File: config.mk
export PLATFORM = sky130hd
export DESIGN_NAME = lsce_div
export DESIGN_NICKNAME = d
export VERILOG_FILES = /design/src/hdl/lsce_pkg.sv /design/src/hdl/lsce_div.sv
export SDC_FILE = /design/constraint.sdc
export NUM_CORES = 2
export LEC_CHECK = 0
export ABC_CLOCK_PERIOD_IN_PS = 5700
export BUFFER_PORTS_ARGS = -buffer_cell sky130_fd_sc_hd__buf_2
export CORE_ASPECT_RATIO = 2
export CORE_MARGIN = 3
export CORE_UTILIZATION = 40
export CTS_BUF_LIST = sky130_fd_sc_hd__clkbuf_2
export DETAILED_ROUTE_END_ITERATION = 8
export PLACE_DENSITY = 0.64
export SLEW_MARGIN = 15
export SYNTH_ARGS = -nofsm -noshare
export SYNTH_HDL_FRONTEND = slang
export SYNTH_SLANG_ARGS = --single-unit
File: constraint.sdc
create_clock -name clk -period 5.7 [get_ports clk]
set_input_delay 0.855 -clock clk [delete_from_list [all_inputs] [get_ports clk]]
set_output_delay 0.855 -clock clk [all_outputs]
set_load 0.01 [all_outputs]
File: src/hdl/lsce_pkg.sv
// Shared types and constants for the LS channel estimate and combine block.
// No dependencies.
`timescale 1ns / 1ps
`default_nettype none

package lsce_pkg;

  // Item kinds on the input channel
  localparam logic [1:0] KIND_PILOT     = 2'd0;
  localparam logic [1:0] KIND_PILOT_SYM = 2'd1;
  localparam logic [1:0] KIND_DATA      = 2'd2;

  // Result kinds on the output channel
  localparam logic RES_POWER = 1'b0;
  localparam logic RES_DATA  = 1'b1;

  // Antenna count after reset
  localparam logic [4:0] ANT_USED_RESET = 5'd16;

  // Divider pipeline depth in register stages
  localparam int DIV_LAT = 18;

  // Quotient bits resolved by the restoring stages
  localparam int QUO_W = 15;

  typedef logic signed [15:0] smp_t;
  typedef logic signed [39:0] acc_t;

  // Sideband that travels with every item through the pipeline
  typedef struct packed {
    logic       v;      // stage holds a live item
    logic       psym;   // pilot-symbol item, otherwise data
    logic       first;  // antenna 0 starts the sum
    logic       last;   // last antenna in use emits the sum
    logic       zero;   // pilot power is zero
    logic [3:0] ant;
    logic [9:0] sc;
    smp_t       yr;
    smp_t       yi;
  } side_t;

endpackage

`default_nettype wire

File: src/hdl/lsce_div.sv
// Pipelined restoring divider: round(num*4096/den), ties away from zero,
// saturated to 16 bits. One quotient bit per restoring stage. Depends on lsce_pkg.
`timescale 1ns / 1ps
`default_nettype none

module lsce_div import lsce_pkg::*; (
  input  wire logic               clk,
  input  wire logic               en,
  input  wire logic signed [32:0] num,
  input  wire logic        [31:0] den,
  output      smp_t               quo
);

  typedef struct packed {
    logic [47:0]      rem;
    logic [47:0]      d2;
    logic [QUO_W-1:0] q;
    logic             neg;
    logic             ovf;
  } dst_t;

  logic        neg_r;
  logic [47:0] n_r;
  logic [47:0] d2_r;
  logic [32:0] mag;
  dst_t        st_r [QUO_W+1];
  smp_t        quo_r;

  function automatic dst_t div_step(dst_t s, int b);
    dst_t        o;
    logic [47:0] t;
    o = s;
    t = s.d2 << b;
    if (s.rem >= t) begin
      o.rem  = s.rem - t;
      o.q[b] = 1'b1;
    end
    return o;
  endfunction

  assign mag = num[32] ? 33'(-num) : 33'(num);

  always_ff @(posedge clk) begin
    if (en) begin
      // dividend is |num|*8192 + den against divisor 2*den
      neg_r <= num[32];
      n_r   <= (48'(mag[31:0]) << 13) + 48'(den);
      d2_r  <= 48'(den) << 1;

      st_r[0].rem <= n_r;
      st_r[0].d2  <= d2_r;
      st_r[0].q   <= '0;
      st_r[0].neg <= neg_r;
      st_r[0].ovf <= n_r >= (d2_r << QUO_W);

      for (int j = 0; j < QUO_W; j++) begin
        st_r[j+1] <= div_step(st_r[j], QUO_W - 1 - j);
      end

      if (st_r[QUO_W].ovf) begin
        quo_r <= st_r[QUO_W].neg ? 16'sh8000 : 16'sh7FFF;
      end else if (st_r[QUO_W].neg) begin
        quo_r <= 16'(16'd0 - 16'(st_r[QUO_W].q));
      end else begin
        quo_r <= 16'(st_r[QUO_W].q);
      end
    end
  end

  assign quo = quo_r;

endmodule

`default_nettype wire

==> results.json <==
{
  "floorplan.die.height_um": 621,
  "yosys_warnings": 0,
  "grt_remaining_overflow": 0,
  "cts.root.buffer_cell": "clkbuf_2",
  "cts_tree": "built",
  "power_per_cell_area_nw_per_um2": 453,
  "design_power_total_w": 0.0375,
  "detail-route-antenna-nets": 0,
  "fp.coreArea_um2": 188000,
  "ys_seq_area_share_pct": 51.8,
  "routed_via_density": 5.44,
  "timing.critical_path.to_type": "flop",
  "synth.net_count": 7646,
  "timing_worst_slew_pin_value_ns": 1.28,
  "rsz0062_at_grt": "false",
  "number_of_instances_in_the_synthesized_netlist": 7035,
  "timing.setup.tns_ns": 0,
  "synth.largest_area_cell": "edfxtp_1",
  "number_of_design_rule_violations_left_by_the_first_detailed_router_iteration": 2337,
  "max-clock-path-buffers": 4,
  "critical_path.reg2reg.endpoint": "st_r[1][338]",
  "ioPinCount": 83,
  "start_util_pct": 40.3,
  "drt_pass1_iterations": 6,
  "grt_pass1_wl_um": 305000,
  "cp-start-kind": "flop",
  "cts.sinks": 1303,
  "synth_top_cells_by_area": "edfxtp_1, ha_1, a21oi_1, xnor2_1, inv_1",
  "worstPathRequired_ns": 6.97,
  "static-leakage-power_nw": 33.5,
  "yosys.area.top_type_share_pct": 51.8,
  "final_layout_size_suffix_gt1_share_pct": 9.74,
  "grt_antenna_before_repair": 6,
  "rr_worst_depth": 13,
  "route.final.wire_length_um": 201000,
  "count_of_hold_buffers_inserted_by_post_cts_repair": 80,
  "worst-path-max-fanout": 58,
  "design.die.area_um2": 195000,
  "placementRows": 225,
  "report.final.slew_viol_count": 0,
  "setup.worst_path.start": "st_r[1][182]",
  "detailedPlacementHpwl_um": 157000,
  "clk-insertion-delay-late_ns": 1.57,
  "layout.cells.most_common_list": "edfxtp_1, inv_1, nand2_1",
  "setup_viol_count_final": 0,
  "synth_edf_count": 1303,
  "slew_headroom_pct": 14.3,
  "maxCapViolCount": 0,
  "status": "finished, final reports clean",
  "placement.setup.worst_slack_ns": 1.06,
  "min-delay-path-class": "input pin to flop",
  "post_cts_buffers": 0,
  "gpl.final_weighted_congestion": 0.971,
  "fin_nets": 8016,
  "layout.cells.most_common": "edfxtp_1",
  "finalHoldViolCount": 0,
  "reg2reg_slack_ns": 1.25,
  "area_delta_synth_final_pct": 9.57,
  "final_core_util_pct": 44.1,
  "critPathKind": "flop to flop",
  "synthesis.area_um2": 75600,
  "layout_worst_path_cycle_share_pct": 78.1,
  "max-vdd-ir-drop_uv": 170,
  "worstPathArrival_ns": 5.71,
  "syn_avg_cell_area_um2": 10.7,
  "ys_types": 96,
  "timing.final.crit_period_ns": 4.45,
  "ctsResizeCount": 0,
  "drt_drc_violations_left": 0,
  "post_drt_wl_per_cell_um": 19.8,
  "clk_pin_slew_worst_paths_ns": 0.10,
  "reg2reg_from": "st_r[1][182]",
  "number_of_h_tree_levels": 5,
  "cts_made_buffers": 314,
  "finalWorstSetupSlack_ns": 1.25,
  "die_w_um": 313,
  "io_buffer_count": 82,
  "synth_ff_type": "edfxtp_1",
  "vias_in_the_first_global_route": 59049,
  "clock_skew_ns": 0.195,
  "max_clock_freq_ghz": 0.225,
  "grt_max_degree": 145,
  "critical_path.endpoint": "st_r[1][338]",
  "detailroute.via_count": 55111,
  "async_flop_share_pct": 0,
  "grt.total_usage_pct": 20.2,
  "post_synthesis_register_bit_count": 1303
}
registers in the layout, indices dropped and copies added (netlist names):
signal,cells
st_r,1221
n_r,33
quo,16
neg_r,1
d2_r,32
synthesized netlist by cell type (34+ instances only):
library cell and n:
xnor2_1 300, nand4_1 109, o21bai_1 57, nor4_1 69, xor2_1 227, a211oi_1 46
o211ai_1 41, o21a_1 68, and3_1 57, o21ai_0 344, inv_1 618, nor2_1 429
or3_1 51, edfxtp_1 1303, o31ai_1 64, a21o_1 297, mux2_2 34, clkbuf_1 141
ha_1 529, nor2b_1 78, nand3_1 103, a21oi_1 573, nor3_1 110, nand2_1 593
o21ai_1 144, nand2b_1 86, a31oi_1 76
how the worst min path moves through the flow:
stage,cells past startpoint,startpoint,to
2_1_floorplan,0,st_r[0][0],st_r[0][113]
3_3_place_gp,0,st_r[1][457],st_r[1][570]
3_5_place_dp,0,st_r[0][806],st_r[1][15]
4_1_cts,2,den[17],d2_r[18]
5_1_grt,2,den[17],d2_r[18]
6_report,4,num[7],n_r[20]
worst max-delay path, cell delays in order, from the launching register on:
cell	delay, ns
edfxtp_1	0.44
inv_1	0.06
ha_1	0.35
nand4_1	0.49
o21ai_1	0.30
a21oi_1	0.13
o31a_1	0.43
o2111ai_1	0.44
nand2_1	0.29
o211ai_4	0.27
buf_12	0.27
o211ai_2	0.18
or4_1	0.45
xnor2_1	0.14
cells by family after synthesis:
family | synth area share (%)
and+or+nand+nor | 12.0
xor gates and xnor gates | 6.11
adders and majority gates | 9.15
muxes | 0.838
DFF | 51.8
buffers and inverters | 4.10
AOI/OAI and AO/OA | 16.1
power by group:
| group | switching [W] | internal (W) |
|---|---|---|
| registers | 0.00126 | 0.0136 |
| logic | 0.00983 | 0.00678 |
| clock network | 0.00378 | 0.00233 |
final cells by class:
cell class                      instances  area (µm²)
Antenna cell                            9        22.5
Clock buffer                          420        2100
Clock inverter                        107         641
Fill cell                           17705      105000
Inverter                              628        2360
Multi-Input combinational cell       4917       33500
Sequential cell                      1303       39100
Tap cell                             2497        3120
Timing Repair Buffer                  241        1940
metrics by stage:
step	instances	hold WS (ns)	cell area [µm²]
CTS	10113	0.00179	82800
detailed placement	9506	0.405	79300
floorplan	7035	0.400	75600
global placement	9505	0.401	79200
global route	10121	0.0634	82800
finish	10122	0.174	82800
routing by layer:
layer	share of wire [%]	vias up	GRT usage, %
li1	-	26809	-
met1	26	26170	12.6
met2	62	1360	45.7
met3	2.9	772	2.59
met4	9.5	0	17.5
met5	0	-	0
(Power assumes the default switching activity.)
